`src/sv/resonant_multipole_clip_filter_top_defines.svh`:
```
// assertion macros of the resonant multipole clip filter rtl, included by the sequencer
`ifndef RESONANT_MULTIPOLE_CLIP_FILTER_TOP_DEFINES_SVH
`define RESONANT_MULTIPOLE_CLIP_FILTER_TOP_DEFINES_SVH

// same-cycle implication, checked on clk with reset held off
`define RMCF_ASSERT_IMP(lbl, ante, cons, msg) \
  lbl: assert property (@(posedge clk) disable iff (!rst_n) (ante) |-> (cons)) \
    else $error(msg);

// next-cycle implication, checked on clk with reset held off
`define RMCF_ASSERT_NXT(lbl, ante, cons, msg) \
  lbl: assert property (@(posedge clk) disable iff (!rst_n) (ante) |=> (cons)) \
    else $error(msg);

`endif

```
`src/sv/rmcf_pkg.sv`:
```
// types, constants and microcode field codes of the resonant multipole clip filter
package rmcf_pkg;

  localparam int INTERNAL_WIDTH_DEF = 24;
  localparam int COEF_W             = 16;
  localparam int SAMPLE_W           = 16;
  localparam int CFG_IDX_W          = 4;

  // 0.33 in unsigned q0.16
  localparam logic [COEF_W-1:0] SCALE_033 = 16'd21627;

  localparam int NUM_STEPS = 23;
  localparam int STEP_W    = $clog2(NUM_STEPS);

  localparam logic [STEP_W-1:0] STEP_IDLE = STEP_W'(0);
  localparam logic [STEP_W-1:0] STEP_LAST = STEP_W'(NUM_STEPS - 1);

  localparam logic [CFG_IDX_W-1:0] REG_COEF_LOWPASS_A = CFG_IDX_W'(0);
  localparam logic [CFG_IDX_W-1:0] REG_COEF_LOWPASS_B = CFG_IDX_W'(1);
  localparam logic [CFG_IDX_W-1:0] REG_COEF_HIGHPASS  = CFG_IDX_W'(2);
  localparam logic [CFG_IDX_W-1:0] REG_RESONANCE_GAIN = CFG_IDX_W'(3);

  typedef enum logic [3:0] {
    S_ZERO, S_X, S_FB, S_LA0, S_LA1, S_LB0, S_LB1,
    S_HPO, S_HPI, S_Q, S_IN0, S_SA, S_T
  } src_t;

  typedef enum logic [3:0] {
    D_NONE, D_T, D_FB, D_LA0, D_LA1, D_LB0, D_LB1,
    D_HPO, D_HPI, D_Q, D_IN0, D_SA, D_OUT
  } dst_t;

  typedef enum logic [1:0] {PP_WIDE, PP_SAT, PP_CLIP, PP_OUT} post_t;

  typedef enum logic [1:0] {SH_16, SH_15, SH_OUT} shift_t;

  typedef enum logic [2:0] {CS_A, CS_B, CS_HP, CS_RES, CS_033} coef_t;

  typedef enum logic [1:0] {JC_NEXT, JC_WAIT_IN, JC_WAIT_OUT} jump_t;

  typedef struct packed {
    src_t   src_a;
    src_t   src_b;
    logic   b_neg;
    logic   use_prod;
    shift_t shift;
    post_t  post;
    dst_t   dst;
    logic   mul_en;
    coef_t  coef;
    jump_t  jump;
  } ctrl_t;

  typedef struct packed {
    logic load_in;
    logic exec;
  } seq_ctl_t;

endpackage

```
`src/sv/rmcf_ucode_rom.sv`:
```
// microcode program of the filter: one control word per step
module rmcf_ucode_rom (
  input  logic [rmcf_pkg::STEP_W-1:0] step_i,
  output rmcf_pkg::ctrl_t             ctrl_o
);
  import rmcf_pkg::*;

  function automatic ctrl_t cw(src_t a, src_t b, logic neg, logic up, shift_t sh,
                               post_t pp, dst_t d, logic mul, coef_t c, jump_t j);
    ctrl_t w;
    w.src_a    = a;
    w.src_b    = b;
    w.b_neg    = neg;
    w.use_prod = up;
    w.shift    = sh;
    w.post     = pp;
    w.dst      = d;
    w.mul_en   = mul;
    w.coef     = c;
    w.jump     = j;
    return w;
  endfunction

  always_comb begin
    case (step_i)
      // wait for a word
      5'd0:  ctrl_o = cw(S_ZERO, S_ZERO, 1'b0, 1'b0, SH_16, PP_SAT, D_NONE, 1'b0, CS_A, JC_WAIT_IN);
      // cascade input: feedback plus sample
      5'd1:  ctrl_o = cw(S_FB,   S_X,    1'b0, 1'b0, SH_16, PP_SAT, D_IN0,  1'b0, CS_A, JC_NEXT);
      5'd2:  ctrl_o = cw(S_IN0,  S_LA0,  1'b1, 1'b0, SH_16, PP_SAT, D_NONE, 1'b1, CS_A, JC_NEXT);
      5'd3:  ctrl_o = cw(S_LA0,  S_ZERO, 1'b0, 1'b1, SH_16, PP_SAT, D_LA0,  1'b0, CS_A, JC_NEXT);
      5'd4:  ctrl_o = cw(S_LA0,  S_FB,   1'b0, 1'b0, SH_16, PP_SAT, D_Q,    1'b0, CS_A, JC_NEXT);
      5'd5:  ctrl_o = cw(S_Q,    S_LA1,  1'b1, 1'b0, SH_16, PP_SAT, D_NONE, 1'b1, CS_A, JC_NEXT);
      5'd6:  ctrl_o = cw(S_LA1,  S_ZERO, 1'b0, 1'b1, SH_16, PP_SAT, D_LA1,  1'b0, CS_A, JC_NEXT);
      5'd7:  ctrl_o = cw(S_IN0,  S_LB0,  1'b1, 1'b0, SH_16, PP_SAT, D_NONE, 1'b1, CS_B, JC_NEXT);
      5'd8:  ctrl_o = cw(S_LB0,  S_ZERO, 1'b0, 1'b1, SH_16, PP_SAT, D_LB0,  1'b0, CS_B, JC_NEXT);
      5'd9:  ctrl_o = cw(S_LB0,  S_LB1,  1'b1, 1'b0, SH_16, PP_SAT, D_NONE, 1'b1, CS_B, JC_NEXT);
      5'd10: ctrl_o = cw(S_LB1,  S_ZERO, 1'b0, 1'b1, SH_16, PP_SAT, D_LB1,  1'b0, CS_B, JC_NEXT);
      // clipped cascade sum, then highpass input
      5'd11: ctrl_o = cw(S_LA1,  S_LB1,  1'b0, 1'b0, SH_16, PP_CLIP, D_SA,  1'b0, CS_A, JC_NEXT);
      5'd12: ctrl_o = cw(S_X,    S_SA,   1'b0, 1'b0, SH_16, PP_SAT, D_Q,    1'b0, CS_A, JC_NEXT);
      5'd13: ctrl_o = cw(S_Q,    S_HPO,  1'b0, 1'b0, SH_16, PP_WIDE, D_T,   1'b0, CS_A, JC_NEXT);
      5'd14: ctrl_o = cw(S_T,    S_HPI,  1'b1, 1'b0, SH_16, PP_SAT, D_NONE, 1'b1, CS_HP, JC_NEXT);
      5'd15: ctrl_o = cw(S_Q,    S_ZERO, 1'b0, 1'b0, SH_16, PP_SAT, D_HPI,  1'b0, CS_HP, JC_NEXT);
      5'd16: ctrl_o = cw(S_ZERO, S_ZERO, 1'b0, 1'b1, SH_16, PP_SAT, D_HPO,  1'b0, CS_HP, JC_NEXT);
      // next feedback
      5'd17: ctrl_o = cw(S_HPO,  S_ZERO, 1'b0, 1'b0, SH_16, PP_CLIP, D_Q,   1'b0, CS_RES, JC_NEXT);
      5'd18: ctrl_o = cw(S_Q,    S_ZERO, 1'b0, 1'b0, SH_16, PP_SAT, D_NONE, 1'b1, CS_RES, JC_NEXT);
      5'd19: ctrl_o = cw(S_ZERO, S_ZERO, 1'b0, 1'b1, SH_15, PP_CLIP, D_FB,  1'b0, CS_RES, JC_NEXT);
      // output taps
      5'd20: ctrl_o = cw(S_HPO,  S_SA,   1'b0, 1'b0, SH_16, PP_WIDE, D_T,   1'b0, CS_033, JC_NEXT);
      5'd21: ctrl_o = cw(S_T,    S_LA1,  1'b0, 1'b0, SH_16, PP_SAT, D_NONE, 1'b1, CS_033, JC_NEXT);
      5'd22: ctrl_o = cw(S_ZERO, S_ZERO, 1'b0, 1'b1, SH_OUT, PP_OUT, D_OUT, 1'b0, CS_033,
                         JC_WAIT_OUT);
      default: ctrl_o = cw(S_ZERO, S_ZERO, 1'b0, 1'b0, SH_16, PP_SAT, D_NONE, 1'b0, CS_A,
                           JC_NEXT);
    endcase
  end

endmodule

```
`src/sv/rmcf_sequencer.sv`:
```
// step counter and jump logic of the microcode sequencer
module rmcf_sequencer (
  input  logic                        clk,
  input  logic                        rst_n,
  input  rmcf_pkg::ctrl_t             ctrl_i,
  input  logic                        in_valid,
  input  logic                        out_busy_i,
  output logic                        in_ready,
  output logic [rmcf_pkg::STEP_W-1:0] step_o,
  output rmcf_pkg::seq_ctl_t          seq_o
);
  import rmcf_pkg::*;

  `include "resonant_multipole_clip_filter_top_defines.svh"

  logic [STEP_W-1:0] step_r;
  logic [STEP_W-1:0] step_nxt;
  logic              exec;

  always_comb begin
    exec     = 1'b1;
    step_nxt = step_r + STEP_W'(1);
    unique case (ctrl_i.jump)
      JC_WAIT_IN: begin
        if (!in_valid) begin
          step_nxt = step_r;
        end
      end
      JC_WAIT_OUT: begin
        // result slot still full: hold the last step
        if (out_busy_i) begin
          exec     = 1'b0;
          step_nxt = step_r;
        end else begin
          step_nxt = STEP_IDLE;
        end
      end
      default: ;
    endcase
  end

  always_ff @(posedge clk) begin
    if (!rst_n) begin
      step_r <= STEP_IDLE;
    end else begin
      step_r <= step_nxt;
    end
  end

  // no word is taken while reset is held
  assign in_ready      = rst_n && (step_r == STEP_IDLE);
  assign step_o        = step_r;
  assign seq_o.load_in = in_ready & in_valid;
  assign seq_o.exec    = exec;

  `RMCF_ASSERT_IMP(a_step_range, 1'b1, step_r <= STEP_LAST, "step counter out of program")
  `RMCF_ASSERT_NXT(a_load_starts, seq_o.load_in, step_r == STEP_W'(1), "word not started")
  `RMCF_ASSERT_NXT(a_hold_last, (step_r == STEP_LAST) && out_busy_i, step_r == STEP_LAST,
                   "last step left with result slot full")
  `RMCF_ASSERT_IMP(a_stall_cause, !exec, out_busy_i && (step_r == STEP_LAST),
                   "step stalled without a full result slot")

endmodule

```
`src/sv/rmcf_datapath.sv`:
```
// filter datapath: state and temporaries, adder with clamps, shared multiplier
module rmcf_datapath #(
  parameter int INTERNAL_WIDTH = rmcf_pkg::INTERNAL_WIDTH_DEF
) (
  input  logic                                 clk,
  input  logic                                 rst_n,
  input  rmcf_pkg::ctrl_t                      ctrl_i,
  input  rmcf_pkg::seq_ctl_t                   seq_i,
  input  logic signed [rmcf_pkg::SAMPLE_W-1:0] in_sample_in,
  input  logic                                 cfg_wr_en,
  input  logic [rmcf_pkg::CFG_IDX_W-1:0]       cfg_index,
  input  logic [rmcf_pkg::COEF_W-1:0]          cfg_data,
  input  logic                                 out_ready,
  output logic                                 out_valid,
  output logic signed [rmcf_pkg::SAMPLE_W-1:0] out_sample_out,
  output logic                                 out_busy_o
);
  import rmcf_pkg::*;

  localparam int W    = INTERNAL_WIDTH;
  localparam int FRAC = W - 5;
  localparam int AW   = W + 4;
  localparam int MW   = W + 2;
  localparam int PW   = MW + COEF_W + 1;
  localparam int XSHL = (FRAC >= 15) ? FRAC - 15 : 0;
  localparam int XSHR = (FRAC < 15) ? 15 - FRAC : 0;
  localparam int SHOUT = FRAC + 1;

  localparam logic signed [AW-1:0] SAT_MAX = {5'b00000, {(W-1){1'b1}}};
  localparam logic signed [AW-1:0] SAT_MIN = {5'b11111, {(W-1){1'b0}}};
  localparam logic signed [AW-1:0] ONE_Q   = AW'(1) <<< FRAC;
  localparam logic signed [AW-1:0] NEG_ONE = -ONE_Q;
  localparam logic signed [AW-1:0] OUT_MAX = AW'(32767);
  localparam logic signed [AW-1:0] OUT_MIN = -AW'(32768);

  logic [COEF_W-1:0] coef_a_r, coef_b_r, coef_hp_r, res_gain_r;

  logic signed [W-1:0] fb_r, la0_r, la1_r, lb0_r, lb1_r, hpo_r, hpi_r;
  logic signed [W-1:0] x_r, in0_r, q_r, sa_r;
  logic signed [MW-1:0] t_r;
  logic signed [PW-1:0] prod_r;
  logic signed [SAMPLE_W-1:0] out_sample_r;
  logic out_valid_r;

  logic signed [W-1:0]  x_conv;
  logic signed [AW-1:0] op_a, op_b, b_eff, psh_a, sum;
  logic signed [PW-1:0] psh;
  logic signed [MW-1:0] mul_op;
  logic signed [COEF_W:0] coef_s;
  logic [COEF_W-1:0]    coef_sel;
  logic signed [PW-1:0] prod_w;
  logic signed [AW-1:0] clamped;
  logic signed [W-1:0]  res_w;
  logic                 out_wr;

  // q1.15 sample into the internal format
  assign x_conv = (W'(in_sample_in) <<< XSHL) >>> XSHR;

  always_comb begin
    case (ctrl_i.src_a)
      S_X:     op_a = AW'(x_r);
      S_FB:    op_a = AW'(fb_r);
      S_LA0:   op_a = AW'(la0_r);
      S_LA1:   op_a = AW'(la1_r);
      S_LB0:   op_a = AW'(lb0_r);
      S_LB1:   op_a = AW'(lb1_r);
      S_HPO:   op_a = AW'(hpo_r);
      S_HPI:   op_a = AW'(hpi_r);
      S_Q:     op_a = AW'(q_r);
      S_IN0:   op_a = AW'(in0_r);
      S_SA:    op_a = AW'(sa_r);
      S_T:     op_a = AW'(t_r);
      default: op_a = '0;
    endcase
    case (ctrl_i.src_b)
      S_X:     op_b = AW'(x_r);
      S_FB:    op_b = AW'(fb_r);
      S_LA0:   op_b = AW'(la0_r);
      S_LA1:   op_b = AW'(la1_r);
      S_LB0:   op_b = AW'(lb0_r);
      S_LB1:   op_b = AW'(lb1_r);
      S_HPO:   op_b = AW'(hpo_r);
      S_HPI:   op_b = AW'(hpi_r);
      S_Q:     op_b = AW'(q_r);
      S_IN0:   op_b = AW'(in0_r);
      S_SA:    op_b = AW'(sa_r);
      S_T:     op_b = AW'(t_r);
      default: op_b = '0;
    endcase
  end

  // arithmetic shift floors, as the coefficient multiplies require
  always_comb begin
    case (ctrl_i.shift)
      SH_15:   psh = prod_r >>> 15;
      SH_OUT:  psh = prod_r >>> SHOUT;
      default: psh = prod_r >>> 16;
    endcase
  end

  assign psh_a = psh[AW-1:0];
  assign b_eff = ctrl_i.b_neg ? -op_b : op_b;
  assign sum   = op_a + b_eff + (ctrl_i.use_prod ? psh_a : '0);

  always_comb begin
    case (ctrl_i.post)
      PP_CLIP: clamped = (sum > ONE_Q) ? ONE_Q : ((sum < NEG_ONE) ? NEG_ONE : sum);
      PP_OUT:  clamped = (sum > OUT_MAX) ? OUT_MAX : ((sum < OUT_MIN) ? OUT_MIN : sum);
      default: clamped = (sum > SAT_MAX) ? SAT_MAX : ((sum < SAT_MIN) ? SAT_MIN : sum);
    endcase
  end

  assign res_w = clamped[W-1:0];

  always_comb begin
    case (ctrl_i.coef)
      CS_A:    coef_sel = coef_a_r;
      CS_B:    coef_sel = coef_b_r;
      CS_HP:   coef_sel = coef_hp_r;
      CS_RES:  coef_sel = res_gain_r;
      default: coef_sel = SCALE_033;
    endcase
  end

  assign coef_s = $signed({1'b0, coef_sel});
  assign mul_op = sum[MW-1:0];
  assign prod_w = mul_op * coef_s;

  assign out_wr     = seq_i.exec && (ctrl_i.dst == D_OUT);
  assign out_busy_o = out_valid_r & ~out_ready;

  // filter state, configuration and result handshake
  always_ff @(posedge clk) begin
    if (!rst_n) begin
      coef_a_r    <= '0;
      coef_b_r    <= '0;
      coef_hp_r   <= '0;
      res_gain_r  <= '0;
      fb_r        <= '0;
      la0_r       <= '0;
      la1_r       <= '0;
      lb0_r       <= '0;
      lb1_r       <= '0;
      hpo_r       <= '0;
      hpi_r       <= '0;
      out_valid_r <= 1'b0;
    end else begin
      if (cfg_wr_en) begin
        case (cfg_index)
          REG_COEF_LOWPASS_A: coef_a_r   <= cfg_data;
          REG_COEF_LOWPASS_B: coef_b_r   <= cfg_data;
          REG_COEF_HIGHPASS:  coef_hp_r  <= cfg_data;
          REG_RESONANCE_GAIN: res_gain_r <= cfg_data;
          default: ;
        endcase
      end
      if (seq_i.exec) begin
        case (ctrl_i.dst)
          D_FB:    fb_r  <= res_w;
          D_LA0:   la0_r <= res_w;
          D_LA1:   la1_r <= res_w;
          D_LB0:   lb0_r <= res_w;
          D_LB1:   lb1_r <= res_w;
          D_HPO:   hpo_r <= res_w;
          D_HPI:   hpi_r <= res_w;
          default: ;
        endcase
      end
      if (out_wr) begin
        out_valid_r <= 1'b1;
      end else if (out_ready) begin
        out_valid_r <= 1'b0;
      end
    end
  end

  // temporaries, product and result word
  always_ff @(posedge clk) begin
    if (seq_i.load_in) begin
      x_r <= x_conv;
    end
    if (seq_i.exec) begin
      case (ctrl_i.dst)
        D_T:     t_r          <= sum[MW-1:0];
        D_Q:     q_r          <= res_w;
        D_IN0:   in0_r        <= res_w;
        D_SA:    sa_r         <= res_w;
        D_OUT:   out_sample_r <= clamped[SAMPLE_W-1:0];
        default: ;
      endcase
      if (ctrl_i.mul_en) begin
        prod_r <= prod_w;
      end
    end
  end

  assign out_valid      = out_valid_r;
  assign out_sample_out = out_sample_r;

endmodule

```
`src/sv/resonant_multipole_clip_filter_top.sv`:
```
// top level of the resonant multipole clip filter
// Takes one signed q1.15 sample per word and returns one filtered q1.15 sample.
// A 23-step microcode program runs every sample through one shared adder with
// clamps and one shared multiplier: the idle step takes the word, then 22 steps
// compute it, and no new word is taken before idle. The output word sits in its
// own register; the last step waits only while a previous result is not taken.
// Coefficient and resonance registers must be written through the cfg port while
// the filter is idle (not enforced by the block); no clearing pass follows reset.
module resonant_multipole_clip_filter_top #(
  parameter int INTERNAL_WIDTH = rmcf_pkg::INTERNAL_WIDTH_DEF
) (
  input  logic                                 clk,
  input  logic                                 rst_n,
  input  logic                                 in_valid,
  output logic                                 in_ready,
  input  logic signed [rmcf_pkg::SAMPLE_W-1:0] in_sample_in,
  output logic                                 out_valid,
  input  logic                                 out_ready,
  output logic signed [rmcf_pkg::SAMPLE_W-1:0] out_sample_out,
  input  logic                                 cfg_wr_en,
  input  logic [rmcf_pkg::CFG_IDX_W-1:0]       cfg_index,
  input  logic [rmcf_pkg::COEF_W-1:0]          cfg_data
);
  import rmcf_pkg::*;

  logic [STEP_W-1:0] step;
  ctrl_t             ctrl;
  seq_ctl_t          seq;
  logic              out_busy;

  rmcf_ucode_rom u_rom (
    .step_i (step),
    .ctrl_o (ctrl)
  );

  rmcf_sequencer u_seq (
    .clk        (clk),
    .rst_n      (rst_n),
    .ctrl_i     (ctrl),
    .in_valid   (in_valid),
    .out_busy_i (out_busy),
    .in_ready   (in_ready),
    .step_o     (step),
    .seq_o      (seq)
  );

  rmcf_datapath #(
    .INTERNAL_WIDTH (INTERNAL_WIDTH)
  ) u_dp (
    .clk            (clk),
    .rst_n          (rst_n),
    .ctrl_i         (ctrl),
    .seq_i          (seq),
    .in_sample_in   (in_sample_in),
    .cfg_wr_en      (cfg_wr_en),
    .cfg_index      (cfg_index),
    .cfg_data       (cfg_data),
    .out_ready      (out_ready),
    .out_valid      (out_valid),
    .out_sample_out (out_sample_out),
    .out_busy_o     (out_busy)
  );

endmodule
```
`config.mk`:
```
export PLATFORM = sky130hd
export DESIGN_NAME = resonant_multipole_clip_filter_top
export DESIGN_NICKNAME = d
export VERILOG_FILES = /design/src/sv/rmcf_pkg.sv /design/src/sv/rmcf_ucode_rom.sv /design/src/sv/rmcf_sequencer.sv /design/src/sv/rmcf_datapath.sv /design/src/sv/resonant_multipole_clip_filter_top.sv
export VERILOG_INCLUDE_DIRS = /design/src /design/src/sv
export SDC_FILE = /design/constraint.sdc
export NUM_CORES = 2
export LEC_CHECK = 0
export ABC_AREA = 1
export BUFFER_PORTS_ARGS = -buffer_cell sky130_fd_sc_hd__buf_2
export CAP_MARGIN = 20
export CORE_UTILIZATION = 45
export CTS_CLUSTER_SIZE = 8
export DETAILED_ROUTE_END_ITERATION = 10
export PLACE_DENSITY = 0.63
export SYNTH_ARGS = -nofsm -noshare
export SYNTH_HDL_FRONTEND = slang
export SYNTH_SLANG_ARGS = --single-unit
```
`constraint.sdc`:
```
create_clock -name clk -period 12.7 [get_ports clk]
set_clock_uncertainty 0.1 [all_clocks]
set_input_delay 1.27 -clock clk [delete_from_list [all_inputs] [get_ports clk]]
set_output_delay 1.27 -clock clk [all_outputs]
set_load 0.1 [all_outputs]
```
Word level (Yosys, flattened, before mapping)
Memory sizes are Yosys's and may differ from the RTL's. A register that Yosys moved wholly into a read port is not among the register bits.
Index checks and enable logic that the tools add are counted.
{"block": "op_classes", "add_sub_neg": 4, "reduce_logical": 24, "n_lt_le_gt_ge": 6, "muxes": 22, "mul": 1, "eq_ne": 50, "bitwise": 3}
{"op": "case mux 28 bit (12 select lines)", "n": 2}
{"op": "two-way mux 24 bit", "n": 6}
{"op": "case mux 16 bit (4 select lines)", "n": 1}
{"op": "== test 4 bit (second input constant)", "n": 15}
{"op": "adder 28 bit", "n": 2}
{"op": "two-way mux 28 bit", "n": 2}
{"op": "case mux 27 bit (2 select lines)", "n": 1}
{"op": "== test 4 x 3 -> 1 bit (second input constant)", "n": 12}
{"op": "case mux 24 bit (2 select lines)", "n": 1}
{"op": "multiplier 26 x 17 -> 43 bit", "n": 1}
{"op": "AND reduction 2 bit", "n": 18}
{"op": "== test 4 x 2 -> 1 bit (second input constant)", "n": 8}
{"op": "> comparator 28 x 16 -> 1 bit (second input constant)", "n": 1}
{"op": "> comparator 28 x 21 -> 1 bit (second input constant)", "n": 1}
{"op": "> comparator 28 x 24 -> 1 bit (second input constant)", "n": 1}
{"op": "< comparator 28 x 16 -> 1 bit (second input constant)", "n": 1}
{"op": "< comparator 28 x 20 -> 1 bit (second input constant)", "n": 1}
{"op": "< comparator 28 x 24 -> 1 bit (second input constant)", "n": 1}
{"op": "negator 28 bit", "n": 1}
{"op": "two-way mux 5 bit", "n": 4}
{"op": "== test 4 x 1 -> 1 bit (second input constant)", "n": 4}
{"op": "case mux 5 bit (2 select lines)", "n": 1}
{"op": "== test 2 bit (second input constant)", "n": 4}
{"op": "== test 3 x 2 -> 1 bit (second input constant)", "n": 2}
{"op": "12 further kinds", "n": 19}
{"block": "totals", "out_inout_bits": 18, "word_cells": 131, "mem_bits_ro": 768, "inputBits": 41, "mem_count": 1, "reg_bits": 411}
{"memory": "(name not given)", "depth": 32, "word_bits": 24, "read_ports": 1, "rd_clocked_by_memory_dff": 1, "write_ports": 0, "line_no": "rmcf_ucode_rom.sv:25", "rtl": "case (step_i)"}

Logic depth before layout (Yosys ltp)
{"block": "logic_depth", "depth_word": 10, "ltp_mapped": 56, "depth_no_buf": 55}

Cells and area by module
From an unflattened synthesis, not the netlist that was laid out.
{"block": "unflattened", "cells_unflattened": 5337, "area_unflattened_um2": 39407.8}
{"module": "rmcf_datapath", "area_each_um2": 38259.2, "seq_area_each_um2": 9409.0, "instances": 1, "cells_per_inst": 5147}
{"module": "rmcf_ucode_rom", "area_each_um2": 805.8, "seq_area_each_um2": 0.0, "instances": 1, "cells_per_inst": 139}
{"module": "rmcf_sequencer", "area_each_um2": 342.8, "seq_area_each_um2": 100.1, "instances": 1, "cells_per_inst": 51}

Least setup slack after synthesis
OpenSTA, ideal clock, no wires.
{"block": "synth_timing", "kind": "reg-to-reg", "from": "register, netlist name u_rom.ctrl_o[19]", "to": "register u_dp.prod_r[42], data pin", "synth_period_minus_slack_ns": 9.784, "path_stages_with_launch": 49, "path_buffers": 3, "required_ns": 12.340, "setup_ns": 0.260, "setup_slack_ns": 2.916, "arrival_time_ns": 9.425, "cell_sequence": "dfxtp_1 inv_2 nand2_1 nor2_1 buf_2 nand2_1 o211ai_1 nor2_1 ha_1 nand3_1 nor3_1 nand3_1 nor3_1 nand2_1 nor2_1 nand3_1 o21ai_0 xor2_1 [... 13 more ...] fa_1 inv_1 fa_1 clkbuf_1 inv_1 fa_1 inv_1 fa_1 inv_1 fa_1 fa_1 inv_1 ha_1 inv_1 nor3_1 a221o_1 a21oi_1 xnor2_1"}
{"block": "synth_between", "elab_chain_len": 7, "word_cells_on_any_way": 18, "classes_between": "add/sub (3); mul (1); eq/ne (12); mux (2)"}
{"element": "== test 4 bit, or another cell as far along", "line_no": "rmcf_datapath.sv:75", "rtl": "case (ctrl_i.src_b)"}
{"element": "case mux 28 bit (12 select lines) *", "line_no": "rmcf_datapath.sv:75"}
{"element": "negator 28 bit", "line_no": "rmcf_datapath.sv:102", "rtl": "assign b_eff = ctrl_i.b_neg ? -op_b : op_b;"}
{"element": "two-way mux 28 bit *", "line_no": "rmcf_datapath.sv:102"}
{"element": "adder 28 bit * (2 in series)", "line_no": "rmcf_datapath.sv:103", "rtl": "assign sum = op_a + b_eff + (ctrl_i.use_prod ? psh_a : '0);"}
{"element": "multiplier 26 x 17 -> 43 bit *", "line_no": "rmcf_datapath.sv:127", "rtl": "assign prod_w = mul_op * coef_s;"}
{"element": "named net u_dp.prod_w[42]", "line_no": "rmcf_datapath.sv:51", "rtl": "logic signed [PW-1:0] prod_w;"}
{"element": "end signal, assigned", "line_no": "rmcf_datapath.sv:192", "rtl": "prod_r <= prod_w;"}
{"element": "end, declared", "line_no": "rmcf_datapath.sv:41", "rtl": "logic signed [PW-1:0] prod_r;"}
Mark *: on every way through the listed nets, which the timed path passes. The rest lies on a longest branch.
A chain may end at the register's enable or synchronous reset.

Final worst setup path
{"block": "layout_timing", "from": "register, netlist name u_rom.ctrl_o[17]", "to": "register u_dp.prod_r[36], data pin"}
{"block": "layout_between", "elab_chain_len": 7, "word_cells_on_any_way": 18, "classes_between": "add/sub (3); mul (1); eq/ne (12); mux (2)"}
{"element": "== test 4 bit, or another cell as far along", "line_no": "rmcf_datapath.sv:75"}
{"element": "case mux 28 bit (12 select lines) *", "line_no": "rmcf_datapath.sv:75"}
{"element": "negator 28 bit", "line_no": "rmcf_datapath.sv:102"}
{"element": "two-way mux 28 bit *", "line_no": "rmcf_datapath.sv:102"}
{"element": "adder 28 bit * (2 in series)", "line_no": "rmcf_datapath.sv:103"}
{"element": "multiplier 26 x 17 -> 43 bit *", "line_no": "rmcf_datapath.sv:127"}
{"element": "named net u_dp.prod_w[36]", "line_no": "rmcf_datapath.sv:51"}
Marks and branches as above.

==> summary.md <==
| Metric | Value |
|---|---|
| CP peak stage delay | 0.80 ns |
| Tightest Pin Transition | 1.23 ns |
| #FFs+latches synth | 419 |
| Pwr dens | 203 mW/mm^2 |
| Post-Syn Area per Cell | 7.42 sq um |
| Min Tclk post-route | 12.21 ns |
| IO Count | 59 |
| Clk root buf | clkbuf_16 |
| Setup violators final | 0 |
| Status | completed |
| IO Port Bufs | 58 |
| Final Net Count | 5939 |
| Placement Setup Slack | 0.792 ns |
| Compound-Gate Fraction of Synth Area | 0.103 |
| Cell area after synthesis | 0.0394 sq mm |
| First-pass GRT wire length | 224000 um |
| CP max FO | 18 |
| Vias | 37130 |
| Max Freq | 0.0819 GHz |
| Clk pwr share | 0.172 |
| 1st-pass router iterations | 6 |
| Most common cell after layout, fill and taps aside | nand2_1 |
| Largest family of logic cells by synthesized area | adder cells |
| FF-to-FF Start | u_rom.ctrl_o[17]$_DFF_P_ |
| Adder-Cell Fraction of Synth Area | 0.261 |
| Max Slew Vio Count | 0 |
| Synth area leaders | fa_1, dfxtp_1, edfxtp_1 |
| CTS H-tree depth | 2 |
| Clock transition at path regs | 0.05 ns |
| Most frequent cells in the layout | nand2_1, inv_1, nor2_1 |
| DRC | 0 |
| Number of synthesized flops with an enable pin | 158 |
| Worst reg2reg setup slack | 0.49 ns |
| Worst setup margin | 0.494 ns |
| Core area | 0.0868 sq mm |
| Final count of hold timing violations | 0 |
| Critical Path End Type | register |
| Switching Share | 0.557 |
| Cells after Synth | 5309 |
| Leading register cell type out of synthesis | dfxtp_1 |
| Startpoint types | register |
| Sum Neg Setup Slack | 0 ns |
| Yosys warning count | 0 |
| Tot GR Track Use | 0.334 |
| Lkg Pwr | 20.6 nW |
| Die Height | 298 um |
| Post-Synth XOR/XNOR Area | 0.0176 |
| Worst R2R End | u_dp.prod_r[36]$_DFFE_PP_ |
| Syn Nets | 5916 |
| Die X | 298 um |
| Combinational Power Share | 0.608 |
| Worst Reg2Reg Path Length in Cells | 45 |
| Clk_lat worst skew | 0.68 ns |
| Cts bufs inserted | 59 |
| Setup Crit Path Kind | register to register |
| Total internal power | 3.87 mW |
| Synth unique cells | 54 |
| Post-synth top area cell | fa_1 |
| Switching power | 4.86 mW |
| Vias/cell | 5.68 |
| Power share of the sequential group | 0.219 |
| MaxCap Viol Count | 0 |
| Congestion Overflow GR | 0 |
| Cell Rows | 108 |
| Routability Congestion | 1.05 |
| Sequential area share after synthesis | 0.253 |
| Critical path origin | u_rom.ctrl_o[17]$_DFF_P_ |
| Critical path data arrival time | 12.54 ns |
| Async set-reset flop share out of synthesis | 0 |
| CTS sink count | 419 |
| Total power | 8.73 mW |
| Slew margin rel. | 0.177 |
| End point of the critical path | u_dp.prod_r[36]$_DFFE_PP_ |
| Max VDD drop | 201 uV |
| Slowest-stage cell, CP | nor2_2 |
| Vias in the first global route | 36586 |
| RSZ-0062 raised after global routing | no |
| Post-Synth Simple-Gate Area | 0.239 |
| Antenna violations before repair | 0 |
| Post-Route WL | 148000 um |
| Share of the synthesized area in the top cell type | 0.216 |
| Starting Density | 0.454 |
| Clock Path Buffers | 3 |
| CTS tree | yes |
| Layout cells sized above 1 | 0.0597 |
| Die area | 0.0888 sq mm |
| Most frequent CP cell | inv_1 |
| Worst EP required | 13.03 ns |
| Final period util | 0.961 |
| Hold WS | 0.347 ns |
| P&R area growth vs syn | 9.14% |
| Pin count of the biggest net entering global routing | 87 |
| Hold buffers post-CTS | 0 |
| DRT iter0 DRCs | 4237 |
| Routed length per instance | 22.7 um |
| Detail Route Antenna Nets | 0 |
| Dpl hpwl | 106000 um |
| Min-delay worst type | register to register |
| Mux cell area share after synthesis | 0 |
## flip-flops by register name (all words and copies together), names as in the netlist
name                 count
u_dp.prod_r             28
u_dp.t_r                26
u_dp.fb_r               24
u_dp.hpi_r              24
u_dp.hpo_r              24
u_dp.in0_r              24
u_dp.la0_r              24
u_dp.la1_r              24
u_dp.lb0_r              24
u_dp.lb1_r              24
u_dp.q_r                24
u_dp.sa_r               24
u_rom.ctrl_o            23
u_dp.coef_a_r           16
u_dp.coef_b_r           16
u_dp.coef_hp_r          16
u_dp.out_sample_out     16
u_dp.res_gain_r         16
u_dp.x_r                16
u_seq.step_o             5
u_dp.out_valid           1
## synth_stat cells, types with 28 or more instances
| master | count |
|---|---|
| a21oi_1 | 249 |
| a221oi_1 | 62 |
| clkbuf_1 | 165 |
| dfxtp_1 | 261 |
| edfxtp_1 | 158 |
| fa_1 | 425 |
| ha_1 | 141 |
| inv_1 | 1082 |
| nand2_1 | 1130 |
| nand3_1 | 279 |
| nand4_1 | 143 |
| nor2_1 | 588 |
| nor3_1 | 28 |
| o211ai_1 | 31 |
| o21ai_0 | 177 |
| o22ai_1 | 62 |
| xnor2_1 | 37 |
| xor2_1 | 42 |
## stage by stage
step	utilization	std cells	area [sq um]
after floorplan	-	5309	39400
after global placement	0.476	6420	41300
after detailed placement	0.476	6421	41300
after CTS	0.495	6526	43000
after global routing	0.496	6531	43000
final	0.496	6532	43000
## per-layer routing
layer  vias to the layer above  part of all wire  wire, um  GRT usage
met5                         -                 0         0          0
met4                         0             0.055      8150      0.154
met3                       520              0.11     16300     0.0664
met2                      2262              0.45     66200      0.536
met1                     17644              0.39     57500      0.432
li1                      16704                 -         -          -
## power groups by stage
stage / Combinational (mW) / Sequential, mW / Clock (mW)
final: 5.31 / 1.92 / 1.51
after floorplan: 3.06 / 1.89 / 0
after CTS: 5.08 / 1.91 / 1.52
after global placement: 5.04 / 1.93 / 0
after detailed placement: 5.06 / 1.93 / 0
after global routing: 5.62 / 1.93 / 1.57
## cell type report
cell class / count / area, sq um
clock buffer: 100 / 1630
timing repair buffer: 167 / 1100
multi-input combinational: 3570 / 24600
clock inverter: 5 / 72.6
tap: 1155 / 1450
fill: 8700 / 43700
antenna: 1 / 2.50
inverter: 1115 / 4190
sequential: 419 / 9970
## cells by family after synthesis
family / Yosys count
adders and majority gates: 566
and+or+nand+nor: 2239
buffers and inverters: 1320
xor gates and xnor gates: 79
DFF: 419
AOI/OAI and AO/OA: 686
## what timing repair did
item	in CTS	in global routing
gates resized for setup	0	2
endpoints found under the setup margin	0	3
setup buffers	0	3
## worst min-delay path by stage
stage | start | end | slack, ns | cells past startpoint
5_1_grt | u_dp.coef_a_r[0]$_SDFFE_PN0P_ | u_dp.coef_a_r[0]$_SDFFE_PN0P_ | 0.35 | 2
2_1_floorplan | u_dp.coef_b_r[15]$_SDFFE_PN0P_ | u_dp.coef_b_r[15]$_SDFFE_PN0P_ | 0.32 | 2
3_5_place_dp | u_dp.coef_a_r[0]$_SDFFE_PN0P_ | u_dp.coef_a_r[0]$_SDFFE_PN0P_ | 0.34 | 2
6_report | u_dp.res_gain_r[15]$_SDFFE_PN0P_ | u_dp.res_gain_r[15]$_SDFFE_PN0P_ | 0.35 | 2
4_1_cts | u_dp.coef_a_r[0]$_SDFFE_PN0P_ | u_dp.coef_a_r[0]$_SDFFE_PN0P_ | 0.35 | 2
3_3_place_gp | u_dp.coef_a_r[0]$_SDFFE_PN0P_ | u_dp.coef_a_r[0]$_SDFFE_PN0P_ | 0.33 | 2
## worst max-delay path: cells and delay by family (launching register included)
kind | cells | cell delay (ns)
flip-flops | 1 | 0.47
AND/OR/NAND/NOR | 13 | 2.65
XOR/XNOR | 2 | 0.37
AO/OA/AOI/OAI | 8 | 2.07
buffers and inverters | 11 | 1.44
adder cells (fa/ha/maj) | 11 | 4.91
Note: power is estimated with default switching activity, not from simulation.
